--- src/hw/rtl/assert_macros.svh ---
// Assertion helpers shared by the RTL.
`ifndef ASSERT_MACROS_SVH
`define ASSERT_MACROS_SVH

// Same-cycle implication, checked on the rising clock edge outside reset.
`define ASSERT_IMPLIES(lbl, clk, rst_n, ant, cons) \
	lbl: assert property (@(posedge clk) disable iff (!rst_n) (ant) |-> (cons)) \
		else $error("assertion failed");

// Next-cycle implication, checked on the rising clock edge outside reset.
`define ASSERT_NEXT(lbl, clk, rst_n, ant, cons) \
	lbl: assert property (@(posedge clk) disable iff (!rst_n) (ant) |=> (cons)) \
		else $error("assertion failed");

`endif

--- src/hw/rtl/uvs_div.sv ---
`timescale 1ns / 1ps
// ----------------------------------------------------------------------------
// uvs_div
// Pipelined restoring divider, one quotient bit per stage, fixed divisor.
// ----------------------------------------------------------------------------
module uvs_div #(
	parameter int QW = 16,
	parameter int DW = 9
) (
	input  logic             clk,
	input  logic [QW+DW-1:0] numer,
	input  logic [DW-1:0]    divisor,
	output logic [QW-1:0]    quo
);

	logic [DW-1:0] rem_s [0:QW];
	logic [QW-1:0] low_s [0:QW];
	logic [QW-1:0] quo_s [0:QW];

	// quotient fits QW bits, so the top part starts below the divisor
	assign rem_s[0] = numer[QW+DW-1:QW];
	assign low_s[0] = numer[QW-1:0];
	assign quo_s[0] = '0;

	for (genvar g = 0; g < QW; g++) begin : g_stage
		logic [DW:0] trial;
		logic        fits;

		always_comb begin
			trial = {rem_s[g], low_s[g][QW-1]};
			fits  = (trial >= {1'b0, divisor});
		end

		always_ff @(posedge clk) begin
			rem_s[g+1] <= fits ? DW'(trial - {1'b0, divisor}) : trial[DW-1:0];
			low_s[g+1] <= low_s[g] << 1;
			quo_s[g+1] <= {quo_s[g][QW-2:0], fits};
		end
	end

	assign quo = quo_s[QW];

endmodule

--- config.mk ---
export PLATFORM = sky130hd
export DESIGN_NAME = uvs_div
export DESIGN_NICKNAME = d
export VERILOG_FILES = /design/src/hw/rtl/assert_macros.svh /design/src/hw/rtl/uvs_div.sv
export SDC_FILE = /design/constraint.sdc
export NUM_CORES = 1
export LEC_CHECK = 0
export BUFFER_PORTS_ARGS = -buffer_cell sky130_fd_sc_hd__buf_2
export CAP_MARGIN = 40
export CORE_MARGIN = 3
export CORE_UTILIZATION = 55
export CTS_CLUSTER_SIZE = 8
export DETAILED_ROUTE_END_ITERATION = 10
export PLACE_DENSITY = 0.72
export RECOVER_POWER = 25
export SLEW_MARGIN = 10
export SYNTH_ARGS = -nofsm -noshare
export SYNTH_HDL_FRONTEND = slang
export SYNTH_SLANG_ARGS = --single-unit
--- constraint.sdc ---
create_clock -name clk -period 4.2 [get_ports clk]
set_clock_uncertainty 0.1 [all_clocks]
set_input_delay 0.63 -clock clk [delete_from_list [all_inputs] [get_ports clk]]
set_output_delay 0.63 -clock clk [all_outputs]
set_load 0.01 [all_outputs]
Word-level counts from Yosys, hierarchy flattened
Cells that the tools add are included.
{ "word_totals": {"latch_bits": 0, "rom_bits": 0, "n_memories": 0, "input_bits": 35, "elab_cells": 92, "ramBits": 0, "out_inout_bits": 16, "ff_bits": 391} }
{ "op_classes": {"mul": 0, "order_cmp": 16, "n_eq_ne": 0, "n_shift": 0, "bitwise_logic": 0, "div": 0, "n_reduce_logical": 0, "mux": 15, "addsub": 15} }
{ "op_table": {"columns": ["operator", "count"], "rows": [
  ["10-bit by 9-bit greater-or-equal comparator with 1-bit output", 16],
  ["9-bit two-way mux", 15],
  ["9-bit subtractor", 15]
]} }

Longest topological paths before layout
Gate-level depths: netlist of run 1.
{ "logic_depth": {"depth_word": 2, "mapped_depth": 10, "ltp_nobuf": 10} }

Least setup slack after synthesis of run 1
Ideal clock, no wire load.
{ "synth_path": {"kind": "input-to-reg", "from": "in divisor[1]", "to": "reg rem_s, in the netlist g_stage[13].trial[2]", "required_time_ns": 3.979, "setup_ns": 0.121, "path_stages": 7, "path_buffers": 0, "path_slack_ns": 0.919, "arrival_time_ns": 3.060, "cell_sequence": "inv_1 fa_1 a21o_1 a21oi_1 a311o_1 a22oi_4 mux2_2"} }
{ "synth_between": {"elab_chain_len": 2, "elab_cells_between_ends": 3, "cone_classes": "1 x add/sub; 1 x order compare; 1 x mux"} }
{ "synth_lines": {"columns": ["element", "line", "rtl"], "rows": [
  ["start: declaration", "uvs_div.sv:12", "input logic [DW-1:0] divisor,"],
  ["10-bit by 9-bit greater-or-equal comparator with 1-bit output", "uvs_div.sv:31", "fits = (trial >= {1'b0, divisor});"],
  ["net g_stage[12].fits", "uvs_div.sv:27", "logic fits;"],
  ["9-bit two-way mux", "uvs_div.sv:35", "rem_s[g+1] <= fits ? DW'(trial - {1'b0, divisor}) : trial[DW-1:0];"],
  ["end signal: indexed assignment", "uvs_div.sv:35", null],
  ["end: declaration", "uvs_div.sv:16", "logic [DW-1:0] rem_s [0:QW];"]
]} }
The timed path passes the listed nets, and every way through them passes these cells.

Worst setup path after layout of run 1
{ "layout_path": {"from": "in divisor[0]", "to": "reg rem_s, in the netlist g_stage[11].trial[5]"} }
{ "layout_between": {"elab_chain_len": 2, "elab_cells_between_ends": 3, "cone_classes": "1 x add/sub; 1 x order compare; 1 x mux"} }
{ "layout_lines": {"columns": ["element", "line"], "rows": [
  ["10-bit by 9-bit greater-or-equal comparator with 1-bit output", "uvs_div.sv:31"],
  ["net g_stage[10].fits", "uvs_div.sv:27"],
  ["9-bit two-way mux", "uvs_div.sv:35"]
]} }
The timed path passes the listed nets, and every way through them passes these cells.

==> insert_results.sql, run 1 <==
INSERT INTO impl_metrics (metric_group, metric, value, unit) VALUES
('synthesis', 'synthXorXnorAreaFrac', '0.0429', ''),
('critical_path', 'worstRegToRegCells', '9', ''),
('global_route', 'grt_antenna_before_repair', '0', ''),
('floorplan', 'row_count', '60', ''),
('power', 'netSwitchingFraction', '0.325', ''),
('route', 'post-route-drc-count', '0', ''),
('route', 'detail_route.wirelength', '28.2', 'mm'),
('job', 'cap_viol_max_count', '0', ''),
('power', 'pwr_density_cell', '892', 'nW/um2'),
('global_route', 'grt-ovfl-total', '0', ''),
('clock_network', 'cts_max_level', '2', ''),
('power', 'power.internal', '10500', 'uW'),
('clock_network', 'clkSlewWorstSetupHoldPaths', '0.05', 'ns'),
('clock_network', 'tritoncts', 'yes', ''),
('global_route', 'grt_util_all_layers', '0.189', ''),
('clock_network', 'cts_hold_repair.buffers', '0', ''),
('synthesis', 'synth.largest_area_cell', 'sky130_fd_sc_hd__dfxtp_1', ''),
('sta', 'drv_slew', '0', ''),
('power', 'power.combinational.fraction', '0.402', ''),
('synthesis', 'netlist_area', '15300', 'um2'),
('floorplan', 'die_w', '173', 'um'),
('synthesis', 'synth_nets', '1518', ''),
('sta', 'hold_viol', '0', ''),
('clock_network', 'tritoncts_num_sinks', '391', ''),
('final_layout', 'num-nets-final', '1620', ''),
('critical_path', 'cp-end-kind', 'flip-flop', ''),
('power', 'power.leakage', '0.00763', 'uW'),
('sta', 'timing.max_slew.rel_slack', '0.444', ''),
('final_layout', 'drive_above_1_share', '0.171', ''),
('synthesis', 'simple_gate_portion_of_the_synthesized_area', '0.0668', ''),
('synthesis', 'post_synth.cell_area_avg', '11.6', 'um2'),
('synthesis', 'yosys_warnings', '0', ''),
('floorplan', 'design.die.area', '29900', 'um2'),
('synthesis', 'synth-async-reset-ratio', '0', ''),
('floorplan', 'dieHeight', '173', 'um'),
('critical_path', 'critPathKind', 'in -> reg', ''),
('synthesis', 'postSynth.topFlopCell', 'sky130_fd_sc_hd__dfxtp_1', ''),
('clock_network', 'tritoncts.num_buffers', '54', ''),
('power', 'share_seq_of_total_power', '0.362', ''),
('clock_network', 'cts_post_setup_buffers_inserted', '0', ''),
('power', 'ir_drop', '412', 'uV'),
('floorplan', 'floorplan.initialDensity', '0.563', ''),
('critical_path', 'arrival', '3.25', 'ns'),
('synthesis', 'combinational_family_with_the_most_area_after_synthesis', 'adder cells', ''),
('run_status', 'status', 'finished clean', ''),
('power', 'p_sw', '5050', 'uW'),
('min_path', 'hold_depth', '1', ''),
('sta', 'period_share', '0.695', ''),
('route', 'via_count', '9813', ''),
('sta', 'timing.fmax', '342', 'MHz'),
('route', 'detail_route.vias_per_cell', '5.45', ''),
('critical_path', 'cp.required', '4.53', 'ns'),
('min_path', 'hold_path.class', 'in -> reg', ''),
('synthesis', 'synth-adder-area-share', '0.137', ''),
('critical_path', 'worst_setup_path_start_kind', 'primary input', ''),
('sta', 'post-route-min-period', '2.92', 'ns'),
('power', 'pwr-share-clk', '0.236', ''),
('synthesis', 'synth.distinct_cells', '56', ''),
('placement', 'globalplace.congestion', '0.888', ''),
('synthesis', 'seq_area_frac_synth', '0.511', ''),
('power', 'report.power.total', '15600', 'uW'),
('route', 'antenna_left', '0', ''),
('clock_network', 'cts-root-buf', 'sky130_fd_sc_hd__clkbuf_16', ''),
('sta', 'finalSetupViolations', '0', ''),
('critical_path', 'critical_path.max_fanout', '16', ''),
('final_layout', 'layout_overhead_on_the_synthesized_area', '13.9', '%'),
('clock_network', 'cts_resized', '0', ''),
('synthesis', 'synth_compound_area_frac', '0.133', ''),
('placement', 'io_buffer_count', '50', ''),
('floorplan', 'ioPinCount', '51', ''),
('floorplan', 'fp.coreArea', '27200', 'um2');
-- power groups by stage --
stage | logic, uW | registers (uW) | clock network (uW)
6_report | 6250 | 5630 | 3670
5_1_grt | 6990 | 5770 | 3960
4_1_cts | 6250 | 5650 | 3780
3_5_place_dp | 6170 | 5700 | 0
3_3_place_gp | 5980 | 5690 | 0
2_1_floorplan | 5170 | 5490 | 0
-- Yosys cell counts, drive strengths merged (14+ instances only) --
library cell and number:
mux2i 17, nand2b 18, o21ai 47, o31ai 14, inv 65, dfxtp 391, xnor2 58, fa 15
mux2 95, o21a 16, nand4 17, a21o 35, nor2 57, nand2 35, buf 22, nor2b 15
xor2 17, nand3 14, ha 144, a21oi 92
-- registers in the layout, indices dropped and copies added (netlist names) --
| name | count |
|---|---|
| quo_s | 120 |
| quo | 16 |
| low_s | 105 |
| g_stage.trial | 150 |
-- cell usage in the layout, fill, tap and decap left out, types with 5 or more instances in the layout --
cell,n
sky130_fd_sc_hd__a2111oi_0,6
sky130_fd_sc_hd__a211oi_1,12
sky130_fd_sc_hd__a21boi_0,9
sky130_fd_sc_hd__a21o_1,34
sky130_fd_sc_hd__a21oi_1,92
sky130_fd_sc_hd__a221oi_1,11
sky130_fd_sc_hd__a311oi_1,5
sky130_fd_sc_hd__a31o_2,12
sky130_fd_sc_hd__a31oi_1,7
sky130_fd_sc_hd__and2_1,6
sky130_fd_sc_hd__and3_1,11
sky130_fd_sc_hd__buf_2,50
sky130_fd_sc_hd__buf_4,17
sky130_fd_sc_hd__clkbuf_16,55
sky130_fd_sc_hd__dfxtp_1,391
sky130_fd_sc_hd__fa_1,15
sky130_fd_sc_hd__ha_1,144
sky130_fd_sc_hd__inv_1,63
sky130_fd_sc_hd__mux2_2,93
sky130_fd_sc_hd__mux2i_1,17
sky130_fd_sc_hd__nand2_1,34
sky130_fd_sc_hd__nand2b_1,18
sky130_fd_sc_hd__nand3_1,14
sky130_fd_sc_hd__nand3b_1,8
sky130_fd_sc_hd__nand4_1,17
sky130_fd_sc_hd__nor2_1,57
sky130_fd_sc_hd__nor2b_1,15
sky130_fd_sc_hd__nor3_1,11
sky130_fd_sc_hd__o211ai_1,6
sky130_fd_sc_hd__o21a_1,16
sky130_fd_sc_hd__o21ai_0,47
sky130_fd_sc_hd__o31ai_1,8
sky130_fd_sc_hd__o31ai_4,6
sky130_fd_sc_hd__o41ai_1,5
sky130_fd_sc_hd__or3_1,7
sky130_fd_sc_hd__xnor2_1,58
sky130_fd_sc_hd__xor2_1,17
-- area by class of cell --
cell class | instances | area [um2]
fill | 2139 | 9740
clock buffer | 56 | 1380
multi-input combinational | 845 | 7070
clock inverter | 2 | 32.5
timing repair buffer | 69 | 418
inverter | 65 | 246
sequential | 391 | 7830
tap | 372 | 465
-- final timing paths --
| check | slack, ns | start | to |
|---|---|---|---|
| setup / recovery | 1.28 | divisor[0] | g_stage[11].trial[5] |
| hold / removal | 0.07 | numer[13] | low_s[254] |
| setup reg to reg | 1.56 | g_stage[10].trial[0] | g_stage[11].trial[5] |
| hold reg to reg | 0.21 | low_s[198] | low_s[183] |
-- logic make-up (layout without fill, tap and decap cells) --
logic type | after synthesis | after routing
DFF | 391 | 391
adders and majority gates | 159 | 159
xor gates and xnor gates | 75 | 75
and+or+nand+nor | 202 | 202
AOI/OAI and AO/OA | 297 | 297
muxes | 112 | 112
buffers and inverters | 88 | 192
-- metrics by stage --
stage / hold slack [ns] / cell area, um2 / util / std cells / setup slack [ns]
after floorplan: 0.210 / 15300 / - / 1324 / 0.919
after global placement: 0.210 / 16000 / 0.589 / 1739 / 0.794
after detailed placement: 0.212 / 16000 / 0.590 / 1742 / 0.739
after CTS: 0.0434 / 17400 / 0.642 / 1800 / 1.30
after global routing: 0.0420 / 17400 / 0.642 / 1800 / 1.16
final: 0.0704 / 17400 / 0.642 / 1800 / 1.28
-- layer usage --
metal	track usage	routed length (um)	vias to the layer above	part of all wire
met4	0.0659	721	0	0.026
met3	0.0400	1550	67	0.055
met2	0.319	13300	226	0.47
li1	-	-	4930	-
met5	0	0	-	0
met1	0.242	12600	4590	0.45
-- worst max-delay path: stages --
cell	delay (ns)
sky130_fd_sc_hd__buf_2	0.44
sky130_fd_sc_hd__ha_1	0.27
sky130_fd_sc_hd__inv_1	0.06
sky130_fd_sc_hd__fa_1	0.41
sky130_fd_sc_hd__a21oi_1	0.23
sky130_fd_sc_hd__o221ai_1	0.23
sky130_fd_sc_hd__o31ai_4	0.54
sky130_fd_sc_hd__inv_4	0.11
sky130_fd_sc_hd__mux2_4	0.31
No activity file was read; power rests on OpenSTA's default activity.
==> run 2, diff against run 1 <==
ABC_AREA = 1   (was not set)
PLACE_DENSITY = 0.75   (was 0.72)
clock period = 2.4 ns   (was 4.2 ns; I/O delays follow)
==> insert_results.sql, run 2 <==
INSERT INTO impl_metrics (metric_group, metric, value, unit) VALUES
('run_status', 'status', 'finished clean', ''),
('sta', 'worst_pin_slew', '0.500', 'ns'),
('sta', 'period_share', '0.866', ''),
('synthesis', 'netlist_top_cells_area', 'sky130_fd_sc_hd__dfxtp_1 45%, sky130_fd_sc_hd__nand2_1 17%, sky130_fd_sc_hd__ha_1 10%', ''),
('sta', 'finalSetupViolations', '0', ''),
('clock_network', 'cts_max_level', '2', ''),
('global_route', 'grt_antenna_before_repair', '0', ''),
('synthesis', 'post-synth-top-area-fraction', '0.447', ''),
('clock_network', 'clkSlewWorstSetupHoldPaths', '0.05', 'ns'),
('synthesis', 'synth_nets', '2418', ''),
('final_layout', 'drive_above_1_share', '0.0885', ''),
('synthesis', 'post_synth_inst_count', '2224', ''),
('floorplan', 'die_w', '184', 'um'),
('sta', 'timing.max_slew.rel_slack', '0.667', ''),
('synthesis', 'postSynth.topFlopCell', 'sky130_fd_sc_hd__dfxtp_1', ''),
('final_layout', 'largest_register_ffs', '150', ''),
('critical_path', 'worstRegToRegCells', '10', ''),
('synthesis', 'synthMostInstantiatedCell', 'sky130_fd_sc_hd__nand2_1', ''),
('route', 'via_count', '13900', ''),
('global_route', 'maximum_number_of_pins_on_one_net_before_global_route_repair', '18', ''),
('sta', 'post-route-min-period', '2.08', 'ns'),
('synthesis', 'yosys_warnings', '0', ''),
('min_path', 'hold_path.class', 'in -> reg', ''),
('power', 'ir_drop', '888', 'uV'),
('placement', 'io_buffer_count', '50', ''),
('critical_path', 'arrival', '2.43', 'ns'),
('clock_network', 'cts-root-buf', 'sky130_fd_sc_hd__clkbuf_16', ''),
('final_layout', 'layout_commonest_cell', 'sky130_fd_sc_hd__nand2_1', ''),
('power', 'netSwitchingFraction', '0.390', ''),
('synthesis', 'post_synth.cell_area_avg', '7.87', 'um2'),
('power', 'pwr-share-clk', '0.226', ''),
('power', 'pwr_density_cell', '1440', 'nW/um2'),
('floorplan', 'floorplan.initialDensity', '0.565', ''),
('route', 'wl_met2', '17.4', 'mm'),
('route', 'detailroute.wirelength.met3', '1.87', 'mm'),
('clock_network', 'tritoncts.num_buffers', '54', ''),
('synthesis', 'synth-async-reset-ratio', '0', ''),
('floorplan', 'row_count', '64', ''),
('synthesis', 'synth.largest_area_cell', 'sky130_fd_sc_hd__dfxtp_1', ''),
('final_layout', 'layout_overhead_on_the_synthesized_area', '13.8', '%'),
('critical_path', 'cp.required', '2.76', 'ns'),
('global_route', 'grt_pass1_wl', '61.7', 'mm'),
('min_path', 'hold_start', 'numer[24]', ''),
('sta', 'rsz_0062_raised_after_global_routing', 'no', ''),
('power', 'report.power.total', '28600', 'uW'),
('critical_path', 'worstReg2RegStart', 'g_stage[10].trial[0]', ''),
('sta', 'hold_viol', '0', ''),
('final_layout', 'num-nets-final', '2531', ''),
('global_route', 'number_of_global_route_vias_before_repair', '13700', ''),
('min_path', 'hold_depth', '5', ''),
('placement', 'dp.final_hpwl', '25.9', 'mm'),
('critical_path', 'reg2reg_setup_slack', '0.40', 'ns'),
('min_path', 'worst_hold_path_ep', 'quo_s[240]', ''),
('route', 'top_layer', 'met4', ''),
('power', 'share_seq_of_total_power', '0.349', ''),
('job', 'cap_viol_max_count', '0', ''),
('sta', 'drv_slew', '0', ''),
('power', 'p_sw', '11200', 'uW'),
('synthesis', 'postSynthRegisterBits', '391', ''),
('synthesis', 'seq_area_frac_synth', '0.447', ''),
('route', 'detail_route.vias_per_cell', '5.08', ''),
('floorplan', 'ioPinCount', '51', ''),
('route', 'wl_met1', '16.4', 'mm'),
('global_route', 'grt-ovfl-total', '0', ''),
('critical_path', 'rr_endpoint', 'g_stage[11].trial[8]', ''),
('synthesis', 'netlist_area', '17500', 'um2'),
('route', 'drt_first_pass_iters', '6', ''),
('clock_network', 'cts_post_setup_buffers_inserted', '0', ''),
('power', 'power.combinational.fraction', '0.424', ''),
('clock_network', 'tritoncts_num_sinks', '391', ''),
('power', 'power.internal', '17500', 'uW'),
('sta', 'total_neg_setup_slack', '0', 'ns'),
('route', 'avgRoutedWirePerCell', '13.4', 'um'),
('synthesis', 'synth_enable_flop_cells', '0', ''),
('critical_path', 'critical_path.max_fanout', '10', ''),
('critical_path', 'cp-end-kind', 'flip-flop', ''),
('route', 'detail_route.wirelength', '36.7', 'mm'),
('route', 'drt_iter0_drc', '1036', ''),
('floorplan', 'design.die.area', '34000', 'um2'),
('clock_network', 'clock_latency', '0.57', 'ns'),
('power', 'power.leakage', '0.0107', 'uW'),
('critical_path', 'critPathKind', 'in -> reg', ''),
('synthesis', 'synth.distinct_cells', '27', ''),
('floorplan', 'fp.coreArea', '31000', 'um2'),
('sta', 'timing.fmax', '481', 'MHz'),
('placement', 'globalplace.congestion', '0.961', ''),
('clock_network', 'tritoncts', 'yes', ''),
('route', 'antenna_left', '0', ''),
('final_layout', 'most-common-layout-cells', '771 x sky130_fd_sc_hd__nand2_1, 391 x sky130_fd_sc_hd__dfxtp_1, 303 x sky130_fd_sc_hd__inv_1', ''),
('route', 'post-route-drc-count', '0', ''),
('critical_path', 'worst_setup_path_start_kind', 'primary input', ''),
('floorplan', 'dieHeight', '184', 'um'),
('clock_network', 'clock_path_buffers', '3', ''),
('final_layout', 'insertedDiodeCount', '0', ''),
('synthesis', 'synth.top_cells.by_count', '771 x sky130_fd_sc_hd__nand2_1, 391 x sky130_fd_sc_hd__dfxtp_1, 304 x sky130_fd_sc_hd__inv_1', ''),
('global_route', 'grt_util_all_layers', '0.219', '');
## run 2: how the worst max path moves through the flow
stage,depth (start not counted),to,startpoint,slack [ns]
2_1_floorplan,8,g_stage[10].trial[8],divisor[1],0.02
3_3_place_gp,11,g_stage[4].trial[9],divisor[0],0.10
3_5_place_dp,11,g_stage[9].trial[9],divisor[7],0.1
4_1_cts,12,g_stage[1].trial[9],numer[15],0.37
5_1_grt,12,g_stage[1].trial[1],numer[15],0.19
6_report,12,g_stage[1].trial[9],numer[15],0.32
## run 2: logic make-up after synthesis
logic type / after synthesis / share of synthesized area
buf+inv: 343 / 0.0810
compound gates: 75 / 0.0218
xor+xnor: 45 / 0.0225
flops: 391 / 0.447
fa+ha+maj: 159 / 0.120
simple gates: 1211 / 0.308
## run 2: layer usage
metal	up-vias	global-route usage
li1	7184	-
met1	6283	0.274
met2	342	0.380
met3	94	0.0381
met4	0	0.0795
met5	-	0
## run 2: final cells by class
type                            count  area, um2
Timing Repair Buffer               95        773
Multi-Input combinational cell   1490       8260
Sequential cell                   391       7830
Fill cell                        2554      11100
Clock inverter                      2       32.5
Clock buffer                       56       1380
Tap cell                          396        495
Inverter                          305       1150
## run 2: power groups by stage
stage,Combinational [uW],Clock [uW],Sequential [uW]
floorplan,9870,0,9630
global placement,11700,0,10100
detailed placement,11900,0,10100
CTS,12100,6680,10000
global route,13900,6940,10200
finish,12200,6470,10000
## run 2: repair_timing
item | in CTS | in global routing
gates resized for setup | 0 | 0
hold buffers | 24 | 0
setup endpoints to repair | 0 | 0
hold endpoints to repair | 24 | 0
## run 2: critical path: stages
cell and delay (ns):
sky130_fd_sc_hd__dlygate4sd3_1 0.53, sky130_fd_sc_hd__buf_2 0.13, sky130_fd_sc_hd__inv_1 0.05, sky130_fd_sc_hd__ha_1 0.14, sky130_fd_sc_hd__inv_1 0.07, sky130_fd_sc_hd__fa_1 0.44, sky130_fd_sc_hd__nand4_1 0.14, sky130_fd_sc_hd__nand2_1 0.09
sky130_fd_sc_hd__nand2_2 0.21, sky130_fd_sc_hd__nand2_4 0.13, sky130_fd_sc_hd__nand2_1 0.09, sky130_fd_sc_hd__nand2_1 0.05
## run 2: metrics by stage
stage / std cells / cell area [um2] / utilization / setup WS (ns) / hold WS [ns]
final: 2735 / 19900 / 0.643 / 0.323 / 0.182
after global routing: 2735 / 19900 / 0.643 / 0.188 / 0.187
after CTS: 2735 / 19900 / 0.643 / 0.369 / 0.157
after detailed placement: 2653 / 18300 / 0.589 / 0.0950 / 0.212
after global placement: 2653 / 18300 / 0.589 / 0.104 / 0.210
after floorplan: 2224 / 17500 / - / 0.0222 / 0.210
